File: src/sv/psaw_pkg.sv
`timescale 1ns / 1ps
`default_nettype none

package psaw_pkg;

  // Field widths fixed by the interface definition.
  localparam int unsigned OP_W      = 2;
  localparam int unsigned WORD_W    = 32;
  localparam int unsigned LIMIT_W   = 2;
  localparam int unsigned PROD_W    = 64;
  localparam int unsigned ACC_W     = 64;
  localparam int unsigned CFG_IDX_W = 2;

  // Reset values of the output bounds.
  localparam logic signed [WORD_W-1:0] UPPER_RESET = 32'sd500000;
  localparam logic signed [WORD_W-1:0] LOWER_RESET = -32'sd500000;

  // Item operations.
  typedef enum logic [OP_W-1:0] {
    OP_SAMPLE = 2'd0,
    OP_CLEAR  = 2'd1,
    OP_SEED   = 2'd2
  } op_e;

  // Clamp status reported with each result.
  typedef enum logic [LIMIT_W-1:0] {
    LIM_NONE  = 2'd0,
    LIM_UPPER = 2'd1,
    LIM_LOWER = 2'd2
  } limit_e;

  // Configuration register indexes.
  typedef enum logic [CFG_IDX_W-1:0] {
    REG_KP    = 2'd0,
    REG_KI    = 2'd1,
    REG_UPPER = 2'd2,
    REG_LOWER = 2'd3
  } cfg_reg_e;

  // Payload leaving the multiplier stage.
  typedef struct packed {
    op_e                       op;
    logic signed [PROD_W-1:0]  p_term;
    logic signed [PROD_W-1:0]  i_term;
  } prod_t;

  // Payload leaving the servo update stage.
  typedef struct packed {
    logic signed [WORD_W-1:0]  scale;
    limit_e                    limit;
    logic signed [ACC_W-1:0]   acc;
  } upd_t;

endpackage

`default_nettype wire

File: src/sv/psaw_core.sv
`timescale 1ns / 1ps
`default_nettype none

// Servo update stage: sums the terms with the integral, truncates and clamps the
// result, and updates the integral and the last scale.
module psaw_core import psaw_pkg::*; #(
  parameter int unsigned GAIN_FRAC_BITS = 24
) (
  input  wire logic                     clk_i,
  input  wire logic                     rst_ni,
  input  wire logic signed [WORD_W-1:0] upper_i,
  input  wire logic signed [WORD_W-1:0] lower_i,
  input  wire logic                     up_valid_i,
  output logic                          up_ready_o,
  input  wire prod_t                    up_i,
  output logic                          dn_valid_o,
  input  wire logic                     dn_ready_i,
  output upd_t                          dn_o
);

  // Three 64-bit terms need two guard bits.
  localparam int unsigned SUM_W = ACC_W + 2;
  localparam int unsigned Q_W   = SUM_W - GAIN_FRAC_BITS;

  localparam logic signed [ACC_W-1:0] ACC_MAX = {1'b0, {(ACC_W-1){1'b1}}};
  localparam logic signed [ACC_W-1:0] ACC_MIN = {1'b1, {(ACC_W-1){1'b0}}};

  logic                     valid_q;
  logic signed [ACC_W-1:0]  acc_q;
  logic signed [ACC_W-1:0]  acc_d;
  logic signed [WORD_W-1:0] last_q;
  logic signed [WORD_W-1:0] last_d;
  limit_e                   limit_q;
  limit_e                   limit_d;
  logic                     load;

  logic signed [SUM_W-1:0]  sum;
  logic signed [SUM_W-1:0]  sum_shr;
  logic                     sum_round;
  logic signed [Q_W-1:0]    q_whole;
  logic signed [Q_W-1:0]    upper_ext;
  logic signed [Q_W-1:0]    lower_ext;
  logic                     over;
  logic                     under;
  logic signed [ACC_W:0]    acc_add;
  logic signed [ACC_W-1:0]  acc_sat;
  logic signed [ACC_W-1:0]  acc_seed;

  // Exact sum of both terms and the integral.
  assign sum = {{2{up_i.p_term[PROD_W-1]}}, up_i.p_term}
             + {{2{up_i.i_term[PROD_W-1]}}, up_i.i_term}
             + {{2{acc_q[ACC_W-1]}}, acc_q};

  // Truncate toward zero: the arithmetic shift floors, so a negative value with a
  // nonzero fraction moves up by one.
  assign sum_shr   = sum >>> GAIN_FRAC_BITS;
  assign sum_round = sum[SUM_W-1] && (|sum[GAIN_FRAC_BITS-1:0]);
  assign q_whole   = sum_shr[Q_W-1:0] + Q_W'(sum_round);

  // The whole sum is wide enough that an out-of-range total still clamps on its sign.
  assign upper_ext = {{(Q_W-WORD_W){upper_i[WORD_W-1]}}, upper_i};
  assign lower_ext = {{(Q_W-WORD_W){lower_i[WORD_W-1]}}, lower_i};
  assign over      = q_whole > upper_ext;
  assign under     = q_whole < lower_ext;

  // Integral plus the new integral term, saturated at the accumulator limits.
  assign acc_add = {acc_q[ACC_W-1], acc_q} + {up_i.i_term[PROD_W-1], up_i.i_term};
  always_comb begin
    if (acc_add[ACC_W] != acc_add[ACC_W-1]) begin
      acc_sat = acc_add[ACC_W] ? ACC_MIN : ACC_MAX;
    end else begin
      acc_sat = acc_add[ACC_W-1:0];
    end
  end

  // Seeding loads the last scale as a whole number of ppb.
  assign acc_seed = {{(ACC_W-WORD_W-GAIN_FRAC_BITS){last_q[WORD_W-1]}}, last_q,
                     {GAIN_FRAC_BITS{1'b0}}};

  // Next state for one item. The upper test takes precedence over the lower one.
  always_comb begin
    acc_d   = acc_q;
    last_d  = last_q;
    limit_d = LIM_NONE;
    unique case (up_i.op)
      OP_SAMPLE: begin
        priority if (over) begin
          last_d  = upper_i;
          limit_d = LIM_UPPER;
        end else if (under) begin
          last_d  = lower_i;
          limit_d = LIM_LOWER;
        end else begin
          last_d = q_whole[WORD_W-1:0];
          acc_d  = acc_sat;
        end
      end
      OP_CLEAR: begin
        acc_d = '0;
      end
      OP_SEED: begin
        acc_d = acc_seed;
      end
      default: begin
        acc_d = acc_q;
      end
    endcase
  end

  assign up_ready_o = !valid_q || dn_ready_i;
  assign load       = up_valid_i && up_ready_o;

  // Servo state and stage occupancy. The state changes once per item, as it enters.
  always_ff @(posedge clk_i or negedge rst_ni) begin
    if (!rst_ni) begin
      valid_q <= 1'b0;
      acc_q   <= '0;
      last_q  <= '0;
      limit_q <= LIM_NONE;
    end else begin
      if (up_ready_o) begin
        valid_q <= up_valid_i;
      end
      if (load) begin
        acc_q   <= acc_d;
        last_q  <= last_d;
        limit_q <= limit_d;
      end
    end
  end

  // The state registers hold exactly what the item in this stage left behind.
  always_comb begin
    dn_o.scale = last_q;
    dn_o.limit = limit_q;
    dn_o.acc   = acc_q;
  end

  assign dn_valid_o = valid_q;

endmodule

`default_nettype wire

File: config.mk
export PLATFORM = sky130hd
export DESIGN_NAME = psaw_core
export DESIGN_NICKNAME = d
export VERILOG_FILES = /design/src/sv/psaw_pkg.sv /design/src/sv/psaw_core.sv
export SDC_FILE = /design/constraint.sdc
export NUM_CORES = 1
export LEC_CHECK = 0
export BUFFER_PORTS_ARGS = -buffer_cell sky130_fd_sc_hd__buf_2
export CORE_UTILIZATION = 55
export CTS_BUF_LIST = sky130_fd_sc_hd__clkbuf_4
export DETAILED_ROUTE_END_ITERATION = 10
export PLACE_DENSITY = 0.79
export SYNTH_ARGS = -nofsm -noshare
export SYNTH_HDL_FRONTEND = slang
export SYNTH_SLANG_ARGS = --single-unit
File: constraint.sdc
create_clock -name clk_i -period 10.5 [get_ports clk_i]
set_input_delay 2.1 -clock clk_i [delete_from_list [all_inputs] [get_ports clk_i]]
set_output_delay 2.1 -clock clk_i [all_outputs]
set_load 0.005 [all_outputs]
==> reports/metrics.yaml, run 1 <==
avgSynthCellArea_um2: 7.67
cts-buffers-inserted: 9
min_period_ns: 10.16
met3_usage_pct: 3.93
n_fill_cell: 2684
slowest_delay_ns: 0.53
cts.reportedPaths.clkPinSlew_ns: 0.17
routedWlPerCell_um: 21.1
synth_nets: 2676
antenna_found_initial: 1
maxSlewViolCount: 0
drt_pass1_iterations: 6
io_buffers: 297
grt_usage_pct: 39.4
worstSetupStartpoint: "up_i[1]"
cts.sinks: 99
yosysUniqueCellTypes: 92
ios: 298
slew_headroom_pct: 21.0
die_h_um: 177
design.core.area_um2: 29900
gp_congestion: 1.03
crit_arrival_ns: 10.59
avgViaCountPerCell: 6.37
worstHoldPathCells: 2
grt-ovfl-total: 0
vias: 18900
clockRootBuffer: "clkbuf_4"
max_freq_mhz: 98.4
grt_max_degree: 65
min_period_over_period_pct: 96.8
regToRegStartpoint: "acc_q[1]$_DFFE_PN0P_"
hold_viol: 0
reg2reg_to: "acc_q[54]$_DFFE_PN0P_"
synthArstFlopShare_pct: 100
cp_common_cell: "ha_1"
hold_class: "reg2reg"
post_synth_inst_count: 2196
cts.path.max_buffers: 2
ys_warn_count: 0
cts.hold.buffers_added: 0
worst-path-max-fanout: 5
ys_ff_latch: 99
yosys-top-cells-count: "a21oi_1, nand2_1, ha_1"
grt_pass1_wl_mm: 95.7
initial_core_util_pct: 56.4
critPathRequiredTime_ns: 10.93
synth_area_um2: 16800
status: "finished, final reports clean"
nNetsFinal: 3045
critPathKind: "in2reg"
min_from: "limit_q[1]$_DFFE_PN0P_"
reg2reg_slack_ns: 1.53
fp-row-count: 63
ant_nets: 0
rr_worst_depth: 37
grt_pass1_vias: 18000
die_w_um: 177
yosysTopAreaCell: "ha_1"
clk_latency_ns: 0.53
drive_gt1_share_pct: 20.7
yosys-top-cells-area: "ha_1, dfrtp_1, fa_1"
use_met1_pct: 46.3
setup-tns-final_ns: 0
hold_end: "limit_q[1]$_DFFE_PN0P_"
syn_to_final_growth_pct: 18.3
grtUsageMet2_pct: 69.5
seq_area_frac_synth_pct: 14.7
grt_busiest_layer: "met2"
critPathSlowestCell: "or4_4"
drt_iter0_markers: 1619
yosys.area.top_type_share_pct: 16.0
synthMostInstantiatedCell: "a21oi_1"
drc: 0
dpl.hpwl_mm: 52.5
final_util_pct: 66.7
drv_cap: 0
end_kind: "register"
synth_edf_count: 0
synth_flop_cell: "dfrtp_1"
finalClockSkew_ns: 0.0233
cts_tree: "built"
drt-total-wl_mm: 62.6
setup_viol: 0
worstMarginPinSlew_ns: 1.19
htree_levels: 3
die-area_um2: 31300
start_kind: "input pin"
==> worst max-delay path by stage <==
| stage | end | slack, ns | cells past startpoint |
|---|---|---|---|
| floorplan | acc_q[61]$_DFFE_PN0P_ | 0.06 | 35 |
| global placement | acc_q[61]$_DFFE_PN0P_ | -0.26 | 36 |
| detailed placement | acc_q[54]$_DFFE_PN0P_ | -0.55 | 36 |
| CTS | last_q[24]$_DFFE_PN0P_ | 0.03 | 38 |
| global route | last_q[24]$_DFFE_PN0P_ | -0.01 | 38 |
| finish | acc_q[54]$_DFFE_PN0P_ | 0.34 | 38 |
==> state kept, by name (all words and copies together), names as in the netlist <==
| register | cells |
|---|---|
| limit_q | 2 |
| acc_q | 64 |
| dn_valid_o | 1 |
| last_q | 32 |
==> what timing repair did <==
item | CTS | global route
hold endpoints to repair | 0 | 0
pin swaps | 4 | 12
endpoints found under the setup margin | 1 | 98
setup buffers | 2 | 2
gates resized for setup | 2 | 23
==> area by class of cell <==
class                   instances  area [µm²]  area share (%)
clock buffers                  10        75.1           0.377
inverters                     117         443            2.22
clock inverters                 6        32.5           0.163
multi-input cells            1883       13700            68.6
well taps                     390         488            2.45
diodes                          2        5.00          0.0251
repair buffers                455        2730            13.7
flip-flops and latches         99        2480            12.4
==> placed cells by master (no fill, tap or decap), types with 14 or more instances in the layout <==
master	instances
a211oi_1	24
buf_2	296
dfrtp_1	99
inv_1	116
o21bai_1	30
o21ai_1	33
o211ai_1	22
ha_1	215
xor2_1	53
nor3_1	35
nand4_1	61
a21oi_1	231
nor2b_1	19
xnor2_1	78
a221oi_1	14
and3_1	22
buf_4	154
a22oi_1	22
a31oi_1	15
a21o_1	73
nand2_1	226
o21ai_0	116
nor2_1	205
o21a_1	22
nand3_1	48
fa_1	65
nand2b_1	17
==> routing by layer <==
layer	routed length, µm	vias up
met2	30600	916
li1	-	8786
met5	0	-
met1	23900	8955
met3	4050	202
met4	4000	0
==> cell families (layout without fill, tap and decap cells) <==
kind of cell	after synthesis	count (layout)	share of synthesized area [%]
AO/OA/AOI/OAI	736	736	28.3
multiplexers	6	6	0.386
buffers and inverters	214	588	4.88
XOR/XNOR	134	134	7.01
AND/OR/NAND/NOR	725	725	20.8
adder cells (fa/ha/maj)	282	282	23.9
flip-flops	99	99	14.7
other	0	2	0
==> through the flow <==
stage | hold WS [ns] | cell area, µm² | worst slack, ns | cells
2_1_floorplan | 0.473 | 16800 | 0.0563 | 2196
3_3_place_gp | 0.460 | 19700 | -0.265 | 2940
3_5_place_dp | 0.480 | 19700 | -0.550 | 2940
4_1_cts | 0.517 | 19800 | 0.0342 | 2958
5_1_grt | 0.537 | 19900 | -0.0105 | 2961
6_report | 0.519 | 19900 | 0.340 | 2962
==> critical path: cells and delay by family <==
kind | cells | cell delay, ns
adder cells (fa/ha/maj) | 6 | 1.77
AND/OR/NAND/NOR | 12 | 2.80
XOR/XNOR | 1 | 0.09
AO/OA/AOI/OAI | 15 | 3.33
buffers and inverters | 4 | 0.47
Power of run 1 is not shown: default switching activity piles up to over one toggle a cycle in this logic, so the estimate is an artifact.
==> run 2: changes to the inputs <==
--- a/config.mk
+++ b/config.mk
@@ -6,10 +6,11 @@
 export NUM_CORES = 1
 export LEC_CHECK = 0
 export BUFFER_PORTS_ARGS = -buffer_cell sky130_fd_sc_hd__buf_2
-export CORE_UTILIZATION = 55
+export CORE_UTILIZATION = 46
 export CTS_BUF_LIST = sky130_fd_sc_hd__clkbuf_4
+export CTS_CLUSTER_SIZE = 8
 export DETAILED_ROUTE_END_ITERATION = 10
-export PLACE_DENSITY = 0.79
+export PLACE_DENSITY = 0.68
 export SYNTH_ARGS = -nofsm -noshare
 export SYNTH_HDL_FRONTEND = slang
 export SYNTH_SLANG_ARGS = --single-unit
==> run 2 against run 1 <==
The flow now finishes with violations (DRC). Sequential cell count is the same. Hold slack lost 0.011 ns. Non-clock buffer count grew 42. Register-to-register slack lost 0.06 ns. Critical path type unchanged.
==> reports/metrics.yaml, run 2 (synthesized netlist as in run 1, its figures left out) <==
grt_pass1_vias: 17800
final_cell_mix: "buf_2, a21oi_1, nand2_1"
critPathRequiredTime_ns: 11.00
design.core.area_um2: 35800
end_kind: "register"
cts.sinks: 99
drc: 20
vias: 18500
drv_cap: 0
min_period_ns: 10.24
drive_gt1_share_pct: 21.8
largest_reg_flops: 64
grt-ovfl-total: 0
die_h_um: 193
gp_congestion: 0.988
hold_class: "reg2reg"
slew_headroom_pct: 25.1
rr_worst_depth: 37
die-area_um2: 37400
worst-path-max-fanout: 27
largest-register: "acc_q"
max_freq_mhz: 97.6
syn_to_final_growth_pct: 20.8
reg_top3: "acc_q (64), last_q (32), limit_q (2)"
fp-row-count: 69
maxSlewViolCount: 0
io_buffers: 297
start_kind: "input pin"
grt_max_degree: 65
setup_viol: 0
min_period_over_period_pct: 97.5
drt_pass1_iterations: 9
path_depth: 38
finalClockSkew_ns: 0.0249
htree_levels: 3
critPathKind: "in2reg"
postLayoutCellArea_um2: 20400
cts.hold.buffers_added: 0
antenna_found_initial: 3
worstHoldPathCells: 2
cts.reportedPaths.clkPinSlew_ns: 0.14
die_w_um: 193
slowest_delay_ns: 0.56
hold_viol: 0
n_fill_cell: 3458
clk_latency_ns: 0.57
cts_tree: "built"
avgViaCountPerCell: 6.01
place_area_um2: 20000
drt_iter0_markers: 1325
mostFrequentLayoutCell: "buf_2"
grt_pass1_wl_mm: 96.8
initial_core_util_pct: 47.0
worstMarginPinSlew_ns: 1.12
critPathBufInv: 4
nNetsFinal: 3087
cts.path.max_buffers: 2
clockRootBuffer: "clkbuf_4"
ios: 298
ant_nets: 0
grt_usage_pct: 32.8
routedWlPerCell_um: 20.2
crit_arrival_ns: 10.74
status: "finished, violations left"
violations: "DRC"
cts-buffers-inserted: 9
crit_family: "compound AO/OA/AOI/OAI gates"
critPathSlowestCell: "or4_1"
hold_slack_ns: 0.508
drt-total-wl_mm: 62.2
dpl.hpwl_mm: 53.2
[run 2: what timing repair did]
item | in CTS | in global routing
endpoints found under the setup margin | 43 | 97
pin swaps | 3 | 12
cloned | 0 | 0
buffers inserted | 1 | 8
gates resized for setup | 3 | 20
[run 2: final cells by class]
class                      count  area (µm²)  area share, %
antenna                        3        7.51         0.0369
clock inverter                 4        42.5          0.209
inverter                     117         439           2.16
tap                          461         577           2.83
clock buffer                  11        82.6          0.406
multi-input combinational   1883       13700           67.2
timing repair buffer         497        3060           15.0
sequential                    99        2480           12.2
[run 2: layer usage]
| layer | vias to the layer above | GRT usage, % | routed length [µm] |
|---|---|---|---|
| met1 | 8687 | 39.2 | 24800 |
| met3 | 172 | 4.27 | 3510 |
| met5 | - | 0 | 11 |
| met2 | 741 | 56.3 | 30000 |
| met4 | 2 | 19.2 | 3960 |
| li1 | 8881 | - | - |
[run 2: per-stage QoR]
step	util, %	setup TNS, ns	instances	worst slack (ns)
floorplan	-	0	2196	0.0563
global placement	56.0	-23.82	3048	-0.361
detailed placement	56.0	-54.64	3048	-0.721
CTS	56.4	0	3064	0.0380
global route	56.8	-0.00740	3075	-0.00547
finish	56.8	0	3075	0.258
[run 2: worst register-to-register path, delay by kind of cell, from the launching register on]
family | cells | cell delay (ns)
AO/OA/AOI/OAI | 16 | 3.31
AND/OR/NAND/NOR | 11 | 2.90
adder cells (fa/ha/maj) | 6 | 1.62
flip-flops | 1 | 0.48
buffers and inverters | 3 | 0.42
XOR/XNOR | 1 | 0.28
[run 2: path summary, 6_finish.rpt]
check                                        from                     end  slack, ns
max                                       up_i[1]  last_q[30]$_DFFE_PN0P_       0.26
min in group asynchronous                  rst_ni   last_q[2]$_DFFE_PN0P_       1.49
max in group asynchronous                  rst_ni   acc_q[63]$_DFFE_PN0P_       7.76
min reg2reg                limit_q[1]$_DFFE_PN0P_  limit_q[1]$_DFFE_PN0P_       0.51
max reg2reg                  acc_q[1]$_DFFE_PN0P_  last_q[30]$_DFFE_PN0P_       1.47
min                        limit_q[1]$_DFFE_PN0P_  limit_q[1]$_DFFE_PN0P_       0.51
Power of run 2 is left out for the same reason.
