==> src/sv/psaw_pkg.sv <==
`timescale 1ns / 1ps
`default_nettype none

package psaw_pkg;

  // Field widths fixed by the interface definition.
  localparam int unsigned OP_W      = 2;
  localparam int unsigned WORD_W    = 32;
  localparam int unsigned LIMIT_W   = 2;
  localparam int unsigned PROD_W    = 64;
  localparam int unsigned ACC_W     = 64;
  localparam int unsigned CFG_IDX_W = 2;

  // Reset values of the output bounds.
  localparam logic signed [WORD_W-1:0] UPPER_RESET = 32'sd500000;
  localparam logic signed [WORD_W-1:0] LOWER_RESET = -32'sd500000;

  // Item operations.
  typedef enum logic [OP_W-1:0] {
    OP_SAMPLE = 2'd0,
    OP_CLEAR  = 2'd1,
    OP_SEED   = 2'd2
  } op_e;

  // Clamp status reported with each result.
  typedef enum logic [LIMIT_W-1:0] {
    LIM_NONE  = 2'd0,
    LIM_UPPER = 2'd1,
    LIM_LOWER = 2'd2
  } limit_e;

  // Configuration register indexes.
  typedef enum logic [CFG_IDX_W-1:0] {
    REG_KP    = 2'd0,
    REG_KI    = 2'd1,
    REG_UPPER = 2'd2,
    REG_LOWER = 2'd3
  } cfg_reg_e;

  // Payload leaving the multiplier stage.
  typedef struct packed {
    op_e                       op;
    logic signed [PROD_W-1:0]  p_term;
    logic signed [PROD_W-1:0]  i_term;
  } prod_t;

  // Payload leaving the servo update stage.
  typedef struct packed {
    logic signed [WORD_W-1:0]  scale;
    limit_e                    limit;
    logic signed [ACC_W-1:0]   acc;
  } upd_t;

endpackage

`default_nettype wire

==> src/sv/psaw_out.sv <==
`timescale 1ns / 1ps
`default_nettype none

// Result stage: reduces the integral to whole ppb and holds the result item.
module psaw_out import psaw_pkg::*; #(
  parameter int unsigned GAIN_FRAC_BITS = 24
) (
  input  wire logic                 clk_i,
  input  wire logic                 rst_ni,
  input  wire logic                 up_valid_i,
  output logic                      up_ready_o,
  input  wire upd_t                 up_i,
  output logic                      valid_o,
  input  wire logic                 ready_i,
  output logic signed [WORD_W-1:0]  scale_o,
  output logic [LIMIT_W-1:0]        limit_o,
  output logic signed [WORD_W-1:0]  integral_o
);

  localparam int unsigned I_W = ACC_W - GAIN_FRAC_BITS;

  localparam logic signed [I_W-1:0] I32_MAX = {{(I_W-WORD_W+1){1'b0}}, {(WORD_W-1){1'b1}}};
  localparam logic signed [I_W-1:0] I32_MIN = {{(I_W-WORD_W+1){1'b1}}, {(WORD_W-1){1'b0}}};

  logic                     valid_q;
  logic signed [WORD_W-1:0] scale_q;
  logic [LIMIT_W-1:0]       limit_q;
  logic signed [WORD_W-1:0] integral_q;
  logic signed [WORD_W-1:0] integral_d;
  logic signed [ACC_W-1:0]  acc_shr;
  logic                     acc_round;
  logic signed [I_W-1:0]    acc_whole;
  logic                     load;

  // Truncate the integral toward zero, then saturate it to a 32-bit word.
  assign acc_shr   = up_i.acc >>> GAIN_FRAC_BITS;
  assign acc_round = up_i.acc[ACC_W-1] && (|up_i.acc[GAIN_FRAC_BITS-1:0]);
  assign acc_whole = acc_shr[I_W-1:0] + I_W'(acc_round);

  always_comb begin
    if (acc_whole > I32_MAX) begin
      integral_d = I32_MAX[WORD_W-1:0];
    end else if (acc_whole < I32_MIN) begin
      integral_d = I32_MIN[WORD_W-1:0];
    end else begin
      integral_d = acc_whole[WORD_W-1:0];
    end
  end

  assign up_ready_o = !valid_q || ready_i;
  assign load       = up_valid_i && up_ready_o;

  // Result valid.
  always_ff @(posedge clk_i or negedge rst_ni) begin
    if (!rst_ni) begin
      valid_q <= 1'b0;
    end else if (up_ready_o) begin
      valid_q <= up_valid_i;
    end
  end

  // Result payload.
  always_ff @(posedge clk_i) begin
    if (load) begin
      scale_q    <= up_i.scale;
      limit_q    <= up_i.limit;
      integral_q <= integral_d;
    end
  end

  assign valid_o    = valid_q;
  assign scale_o    = scale_q;
  assign limit_o    = limit_q;
  assign integral_o = integral_q;

endmodule

`default_nettype wire

==> config.mk <==
export PLATFORM = sky130hd
export DESIGN_NAME = psaw_out
export DESIGN_NICKNAME = d
export VERILOG_FILES = /design/src/sv/psaw_pkg.sv /design/src/sv/psaw_out.sv
export SDC_FILE = /design/constraint.sdc
export NUM_CORES = 1
export LEC_CHECK = 0
export BUFFER_PORTS_ARGS = -buffer_cell sky130_fd_sc_hd__clkbuf_2
export CAP_MARGIN = 20
export CORE_AREA = 4 4 111 113
export DETAILED_ROUTE_END_ITERATION = 7
export DIE_AREA = 0 0 115 117
export SYNTH_ARGS = -nofsm -noshare
export SYNTH_HDL_FRONTEND = slang
export SYNTH_SLANG_ARGS = --single-unit
==> constraint.sdc <==
create_clock -name clk_i -period 5 [get_ports clk_i]
set_input_delay 0.5 -clock clk_i [delete_from_list [all_inputs] [get_ports clk_i]]
set_output_delay 0.5 -clock clk_i [all_outputs]
set_load 0.05 [all_outputs]
==> impl_metrics.ini, run 1 <==
[timing]
finalClockSkew_ns = 0.00369
worst_slew_pin_slew_ns = 0.976
finalCritPeriodShare_pct = 70.7
report.final.slew_viol_count = 0
relSlewSlack_pct = 34.9
postLayoutSetupSlackWorst_ns = 1.47
tns_ns = 0
min_period_ns = 3.53
setup_violations = 0
fmax_mhz = 283
rsz0062_at_grt = false
hold_violations = 0

[synthesis]
synth_area_per_cell_um2 = 13.6
yosysWarnings = 0
yosys.area.top_type = edfxtp_1
ys_ff_latch = 67
synth_cell_types = 38
syn_nets = 350
synth_area_mm2 = 0.00336
synthTopCellsByCount = edfxtp_1, o21ai_2, nand3_1
seq_area_frac_synth_pct = 59.8
syn_inst = 246
async_flop_share_pct = 1.49
ys.flop_type = edfxtp_1
yosysMostFrequentCell = edfxtp_1
synth_edf_count = 66
yosysTopAreaCellShare_pct = 59.0
netlist_top_cells_area = edfxtp_1, o21ai_2, xor2_1

[cells_and_area]
syn2layout_area_growth_pct = 37.2
drive_gt1_share_pct = 52.5
fin_cells = 568
n_fill_cell = 1098
diodes = 0
num-nets-final = 524

[floorplan]
core_area_mm2 = 0.0113
ioPinCount = 170
start_util_pct = 29.7
die_h_um = 117
rows = 39
dieArea_mm2 = 0.0135
die_w_um = 115

[route]
first_pass_iters = 4
avgViaCountPerCell = 4.74
vias = 2695
drt.antenna.violating_nets = 0
drt_wl_total_mm = 8.79
drt_iter0_drc = 141
wire_per_inst_um = 15.5
drc = 0

[cts]
path_clk_slew_ns = 0.05
cts_htree_levels = 3
cts_tree = done
cts_made_buffers = 9
cts.root.buffer_cell = clkbuf_16
clk_path_buf_depth = 2
numClockSinks = 67
clk_latency_ns = 0.33

[run_status]
outcome = finished clean

[worst_hold_path]
hp-class = input pin to flop

[setup_path]
critPathKind = input pin to flop
worst_setup_path_start_kind = input pin
end_kind = flop
arrival_ns = 3.57
crit_fanout = 31
required_ns = 5.03

[power]
leakage_nw = 1.88
power_mw = 1.53
worst_ir_drop_vdd_mv = 0.285
power.density_mw_per_mm2 = 332

[placement]
place_inst = 551
io_buffers = 169
hpwl_mm = 7.19
post-place-ws_ns = 1.08
place_congestion = 0.765

[global_routing]
grt_max_degree = 43
grt_pass1_vias = 2654
track_usage_pct = 12.6
antenna_found_initial = 1
grt-ovfl-total = 0
grt_pass1_wl_mm = 12.9

[run]
maxCapViolCount = 0
==> stage by stage <==
stage	util [%]	hold slack [ns]	area, µm²
after global placement	38.1	0.278	4310
after global routing	40.7	0.331	4600
final	40.7	0.346	4600
after detailed placement	38.1	0.280	4310
after CTS	40.7	0.332	4600
after floorplan	-	0.204	3360
==> layout by cell type, fill, tap and decap left out, types with 2 or more instances in the layout <==
master / n
ha_1: 2
o21ai_2: 30
inv_1: 3
clkinv_1: 3
mux2i_1: 4
nand3_1: 18
xnor2_1: 12
and4_1: 8
nor3b_1: 4
and3_1: 10
clkinv_2: 2
nand2_1: 10
nand4_1: 11
and2_1: 2
nor2_1: 12
clkbuf_2: 169
clkbuf_16: 9
o21ai_0: 2
xor2_1: 17
edfxtp_1: 66
nand2b_1: 3
nor4_1: 6
==> path summary, 6_finish.rpt <==
kind,from,end,slack (ns),cells after the start
setup / recovery,up_i[0],integral_o[14],1.47,13
hold / removal,up_i[92],scale_o[26],0.35,1
setup reg to reg,valid_o,scale_o[12],3.01,3
hold reg to reg,valid_o,valid_o,0.56,2
max in group asynchronous,rst_ni,valid_o,4.42,2
min in group asynchronous,rst_ni,valid_o,0.49,2
==> layout make-up <==
class / instances / area, µm² / share of cell area (%)
Clock buffer: 9 / 225 / 4.89
Timing Repair Buffer: 171 / 863 / 18.7
Inverter: 3 / 11.3 / 0.245
Clock inverter: 7 / 58.8 / 1.28
Tap cell: 143 / 179 / 3.89
Sequential cell: 67 / 2010 / 43.6
Multi-Input combinational cell: 168 / 1260 / 27.4
==> report_power, final <==
| group | internal [mW] | leakage [nW] | switching [mW] |
|---|---|---|---|
| logic | 0.0738 | 1.12 | 0.192 |
| clock network | 0.378 | 0.138 | 0.218 |
| registers | 0.657 | 0.631 | 0.00793 |
| total | 1.11 | 1.88 | 0.418 |
==> state kept, by name, indices dropped and copies added (netlist names) <==
signal and count:
integral_o 32, scale_o 32, limit_o 2, valid_o 1
==> logic make-up after synthesis <==
logic type / count (synthesis) / share of synthesized area (%)
muxes: 4 / 1.19
buffers and inverters: 11 / 2.72
xor gates and xnor gates: 30 / 8.05
adders and majority gates: 2 / 0.745
AOI/OAI and AO/OA: 40 / 10.1
DFF: 67 / 59.8
and+or+nand+nor: 92 / 17.4
==> worst max-delay path, cell delays in order <==
cell and delay (ns):
clkbuf_2 0.08, nor4_1 0.04, nand4_1 0.09, o21a_1 0.14, ha_1 0.21, ha_1 0.22, and4_1 0.28, nor4b_4 0.42
nand4_1 0.19, or2_0 0.25, a22oi_1 0.19, a31o_2 0.82, o21ai_2 0.13
==> layer usage <==
metal	GRT usage (%)	wire length [µm]	share of wire [%]	vias up
met3	6.07	1090	12	15
li1	-	-	-	1301
met5	0	9	0.10	-
met1	14.5	3570	41	1231
met4	4.23	140	1.6	2
met2	20.7	3990	45	146
==> timing repair <==
| item | CTS | global route |
|---|---|---|
| gates resized for setup | 0 | 0 |
| hold buffers | 1 | 0 |
| setup buffers | 0 | 0 |
| hold endpoints to repair | 1 | 0 |
Power figures use the tool's default switching activity.
==> inputs of run 2 (changes only) <==
Settings changed: ABC_AREA from default to 1, CORE_AREA 4 4 111 113 to 4 4 117 119, DIE_AREA 0 0 115 117 to 0 0 121 123.
Clock period 5 ns to 3.23 ns, I/O delays scaled along.
==> run 2 against run 1 <==
Net effect: clock power is 85% higher; critical path depth is 4 higher; wire length is 14% higher; synthesized cell count is 63% higher; largest cell class unchanged; largest power group is now the clock network; highest routed layer is now met4.
==> impl_metrics.ini, run 2 <==
[run_status]
outcome = finished clean

[global_routing]
track_usage_pct = 13.2
grt-ovfl-total = 0
grt_max_degree = 67
grt_pass1_vias = 3257
grt_pass1_wl_mm = 15.3
antenna_found_initial = 0

[cells_and_area]
diodes = 0
syn2layout_area_growth_pct = 37.1
fin_cells = 755
final_cell_mix = clkbuf_2, nand2_1, edfxtp_1
final_common_cell = clkbuf_2
multi_input_area_mm2 = 0.00156
fin_area_mm2 = 0.00511
n_fill_cell = 1252
regArea_mm2 = 0.00201
num-nets-final = 682
drive_gt1_share_pct = 40.7

[setup_path]
critical_path.cell_chain = clkbuf_2 > nor4_1 > nand4_1 > o21ai_0 > inv_1 > ha_1 > inv_1 > nor2_4 > nand2_2 > nor2_4 > and2_4 > nand4_2 > xor2_2 > clkinv_2 > nand2_4 > buf_12 > nand2_2
critPathBufInv = 5
arrival_ns = 2.69
max_stage_delay_ns = 0.32
required_ns = 3.30
crit_slowest_cell = xor2_2
end_kind = flop
cpLargestDelayFamily = simple AND/OR/NAND/NOR gates
critPathKind = input pin to flop
crit_fanout = 31
worst_setup_path_start_kind = input pin

[route]
drc = 0
avgViaCountPerCell = 4.38
first_pass_iters = 4
wire_per_inst_um = 13.3
drt.antenna.violating_nets = 0
drt_wl_total_mm = 10.0
drt_iter0_drc = 170
vias = 3304

[cts]
clk_latency_ns = 0.32
cts.root.buffer_cell = clkbuf_16
path_clk_slew_ns = 0.06
cts_made_buffers = 9
cts_htree_levels = 3
cts_tree = done
numClockSinks = 67
clk_path_buf_depth = 2
cts_setup_buffers = 0

[timing]
hold_violations = 0
report.final.slew_viol_count = 0
finalClockSkew_ns = 0.00605
fmax_mhz = 381
postLayoutSetupSlackWorst_ns = 0.605
tns_ns = 0
setup_violations = 0
finalCritPeriodShare_pct = 81.3
relSlewSlack_pct = 46.4
min_period_ns = 2.63
worst_slew_pin_slew_ns = 0.804
rsz0062_at_grt = false

[run]
maxCapViolCount = 0

[power]
leakage_nw = 2.27
p_int_mw = 1.89
clkPwrFrac_pct = 42.8
p_seq_share_pct = 40.1
power.density_mw_per_mm2 = 502
power.switching_mw = 0.676
comb_power_share_pct = 17.0
swShare_pct = 26.4
worst_ir_drop_vdd_mv = 0.220

[placement]
io_buffers = 169
place_inst = 738
post-place-ws_ns = 0.198
hpwl_mm = 8.39
place_congestion = 0.882
placed_area_mm2 = 0.00476

[synthesis]
yosysTopAreaCellShare_pct = 53.2
seq_area_frac_synth_pct = 53.8
yosysMostFrequentCell = nand2_1
synth_area_mm2 = 0.00373
yosys.area.top_type = edfxtp_1
ys_ff_latch = 67
syn_inst = 401
async_flop_share_pct = 1.49
synthTopCellsByCount = nand2_1, edfxtp_1, nor2_1
synth_cell_types = 26
synth_area_per_cell_um2 = 9.30
yosysWarnings = 0
ys.flop_type = edfxtp_1
syn_nets = 505
synth_edf_count = 66
netlist_top_cells_area = edfxtp_1, nand2_1, nand2_2

[floorplan]
dieArea_mm2 = 0.0149
rows = 41
ioPinCount = 170
die_h_um = 123
core_area_mm2 = 0.0126
die_w_um = 121
start_util_pct = 29.7

[worst_hold_path]
hp-class = input pin to flop
[run 2: changes by cell type after synthesis, sizes merged, moves of 4 or more]
cell,previous run,this run
nand3,19,26
and4,8,0
mux2i,4,0
and3,10,1
inv,3,27
o21ai,33,1
nor3b,4,0
nand4,12,6
nor2,12,63
nand2,10,157
[run 2: layout make-up]
cell class | count | share of cell area, %
well taps | 172 | 4.21
repair buffers | 172 | 17.3
flip-flops and latches | 67 | 39.3
inverters | 28 | 2.08
clock buffers | 9 | 4.41
multi-input cells | 300 | 30.5
clock inverters | 7 | 2.25
[run 2: stage by stage]
step	utilization (%)	power (mW)	hold WS [ns]
3_5_place_dp	37.9	1.49	0.101
5_1_grt	40.7	2.68	0.154
2_1_floorplan	-	1.34	0.0274
4_1_cts	40.7	2.60	0.157
6_report	40.7	2.57	0.170
3_3_place_gp	37.9	1.48	0.0982
[run 2: timing repair]
item,4_1_cts,5_1_grt
resized for setup,0,0
endpoints found under the hold margin,1,0
hold buffers,1,0
[run 2: metal layers]
| metal | global-route usage, % | vias to the layer above | part of all wire, % |
|---|---|---|---|
| met1 | 15.1 | 1492 | 42 |
| met2 | 24.0 | 135 | 50 |
| li1 | - | 1662 | - |
| met3 | 2.88 | 15 | 7.1 |
| met4 | 4.89 | 0 | 1.7 |
| met5 | 0 | - | 0 |
[run 2: final timing paths]
kind	from	end	slack, ns	depth (start not counted)
min in group asynchronous	rst_ni	valid_o	0.31	2
min	up_i[79]	scale_o[13]	0.17	1
max in group asynchronous	rst_ni	valid_o	2.83	2
min reg2reg	valid_o	valid_o	0.61	2
max reg2reg	valid_o	integral_o[10]	1.60	2
max	up_i[9]	integral_o[22]	0.60	17
[run 2: cells by family after synthesis]
| kind of cell | count (synthesis) | share of synthesized area (%) |
|---|---|---|
| XOR/XNOR | 30 | 7.25 |
| AO/OA/AOI/OAI | 2 | 0.268 |
| buffers and inverters | 34 | 4.66 |
| AND/OR/NAND/NOR | 266 | 33.3 |
| flip-flops | 67 | 53.8 |
| adder cells (fa/ha/maj) | 2 | 0.671 |
[run 2: worst register-to-register path: stages (launching register included)]
cell     delay, ns
dfrtp_1       0.42
a21oi_4       0.16
buf_4         0.65
[run 2: power groups by stage]
stage | logic, mW | registers (mW) | clock network, mW
floorplan | 0.128 | 1.21 | 0
global route | 0.472 | 1.03 | 1.18
detailed placement | 0.442 | 1.05 | 0
CTS | 0.444 | 1.03 | 1.13
global placement | 0.437 | 1.05 | 0
finish | 0.437 | 1.03 | 1.10
==> inputs of run 3 (changes only) <==
Clock period 3.23 ns to 2.1 ns, I/O delays scaled along.
==> run 3 against run 2 <==
Net effect: register-to-register slack worse by 0.70 ns; via count up 2.8%; combinational power is 73% higher; worst setup slack worse by 0.81 ns; core utilization increased by 4.3 points; wire length up 3.7%; the flow now finishes with violations (setup timing).
==> impl_metrics.ini, run 3 (synthesis results as in run 2) <==
[setup_path]
required_ns = 2.18
critPathKind = input pin to flop
r2r_setup_slack_ns = 0.90
endpoint = integral_o[14]
end_kind = flop
arrival_ns = 2.39
r2r_cells = 2
worst_setup_path_start_kind = input pin
r2r-end = scale_o[5]
crit_fanout = 16
startpoint = up_i[6]
rr_startpoint = valid_o

[cells_and_area]
syn2layout_area_growth_pct = 51.6
final_cell_mix = clkbuf_2, nand2_1, edfxtp_1
n_fill_cell = 1189
num-nets-final = 725
diodes = 0
final_common_cell = clkbuf_2
fin_cells = 798
multi_input_area_mm2 = 0.00172
drive_gt1_share_pct = 48.4
regArea_mm2 = 0.00201

[placement]
place_congestion = 0.918
io_buffers = 169
place_inst = 774
post-place-ws_ns = -0.532
hpwl_mm = 8.64

[power]
clkPwrFrac_pct = 37.1
p_int_mw = 2.71
worst_ir_drop_vdd_mv = 0.282
p_seq_share_pct = 42.6
comb_power_share_pct = 20.3
leakage_nw = 2.54
power.density_mw_per_mm2 = 657
swShare_pct = 27.0
power.switching_mw = 1.00

[timing]
setup_violations = 31
fmax_mhz = 433
tns_ns = -5.47
hold_violations = 0
holdWs_ns = 0.0608
rsz0062_at_grt = true
finalClockSkew_ns = 0.00805
postLayoutSetupSlackWorst_ns = -0.209
min_period_ns = 2.31
report.final.slew_viol_count = 0
finalCritPeriodShare_pct = 110
worst_slew_pin_slew_ns = 0.410
relSlewSlack_pct = 72.5

[cts]
cts_tree = done
numClockSinks = 67
cts_htree_levels = 3
path_clk_slew_ns = 0.06
cts.root.buffer_cell = clkbuf_16
clk_path_buf_depth = 2
clk_latency_ns = 0.32
cts_made_buffers = 9

[route]
vias = 3398
drt.antenna.violating_nets = 0
avgViaCountPerCell = 4.26
drt_iter0_drc = 124
drc = 0
wire_per_inst_um = 13.1
drt_wl_total_mm = 10.4
first_pass_iters = 4

[global_routing]
grt-ovfl-total = 0
grt_max_degree = 51
grt_pass1_vias = 3340
grt_pass1_wl_mm = 15.4
track_usage_pct = 13.2
antenna_found_initial = 0

[floorplan]
rows = 41
dieArea_mm2 = 0.0149
die_h_um = 123
start_util_pct = 29.7
ioPinCount = 170
die_w_um = 121
core_area_mm2 = 0.0126

[worst_hold_path]
whs_path_depth = 1
hp-class = input pin to flop

[run]
maxCapViolCount = 0

[run_status]
outcome = finished with violations
violations = setup timing
==> run 3: worst min-delay path by stage <==
| stage | from | endpoint | slack [ns] |
|---|---|---|---|
| after detailed placement | rst_ni | valid_o | -0.01 |
| after CTS | up_i[90] | scale_o[24] | 0.05 |
| after floorplan | rst_ni | valid_o | -0.09 |
| after global placement | rst_ni | valid_o | -0.01 |
| after global routing | up_i[89] | scale_o[23] | 0.05 |
| final | up_i[90] | scale_o[24] | 0.06 |
==> run 3: critical path, cell delays in order <==
cell and delay, ns:
buf_6 0.10, nor4_4 0.27, nand4_1 0.12, o21ai_1 0.13
inv_1 0.08, ha_4 0.18, ha_4 0.18, nand2_4 0.06
nor2_4 0.05, nand2_2 0.08, nor2_4 0.04, nand3_2 0.07
nand2_2 0.06, buf_4 0.13, nand3_1 0.07, nor2_1 0.05
nand2_1 0.10, nand2_4 0.10, buf_12 0.17, nand2_1 0.10
nand2_4 0.05
==> run 3: final cells by class <==
cell class / count / share of cell area, %
Multi-Input combinational cell: 300 / 30.4
Clock inverter: 4 / 0.730
Inverter: 28 / 1.88
Clock buffer: 12 / 4.18
Sequential cell: 67 / 35.5
Tap cell: 172 / 3.81
Timing Repair Buffer: 215 / 23.5
==> run 3: what timing repair did <==
action                                  4_1_cts  5_1_grt
buffers inserted                              0        4
pin swaps                                     0       17
hold buffers                                  1        0
gates resized for setup                       2       23
endpoints found under the hold margin         1        0
gates cloned                                  0        3
endpoints found under the setup margin       31       31
==> run 3: layer usage <==
layer | track usage, % | routed length, µm | vias to the layer above
met2 | 23.9 | 5160 | 137
li1 | - | - | 1746
met1 | 15.6 | 4350 | 1504
met3 | 2.93 | 710 | 11
met4 | 4.18 | 196 | 0
met5 | 0 | 0 | -
==> run 3: per-stage QoR <==
step           power (mW)  util [%]  instance area, µm²
2_1_floorplan        2.07         -                3830
6_report             3.72      45.0                5650
5_1_grt              3.88      45.0                5650
3_5_place_dp         2.34      41.1                5170
3_3_place_gp         2.33      41.1                5170
4_1_cts              3.73      43.5                5470
==> run 3: power groups by stage <==
stage / Sequential, mW / Clock, mW / Combinational [mW]
CTS: 1.58 / 1.42 / 0.731
floorplan: 1.87 / 0 / 0.206
global route: 1.59 / 1.48 / 0.813
global placement: 1.61 / 0 / 0.719
finish: 1.58 / 1.38 / 0.755
detailed placement: 1.61 / 0 / 0.726
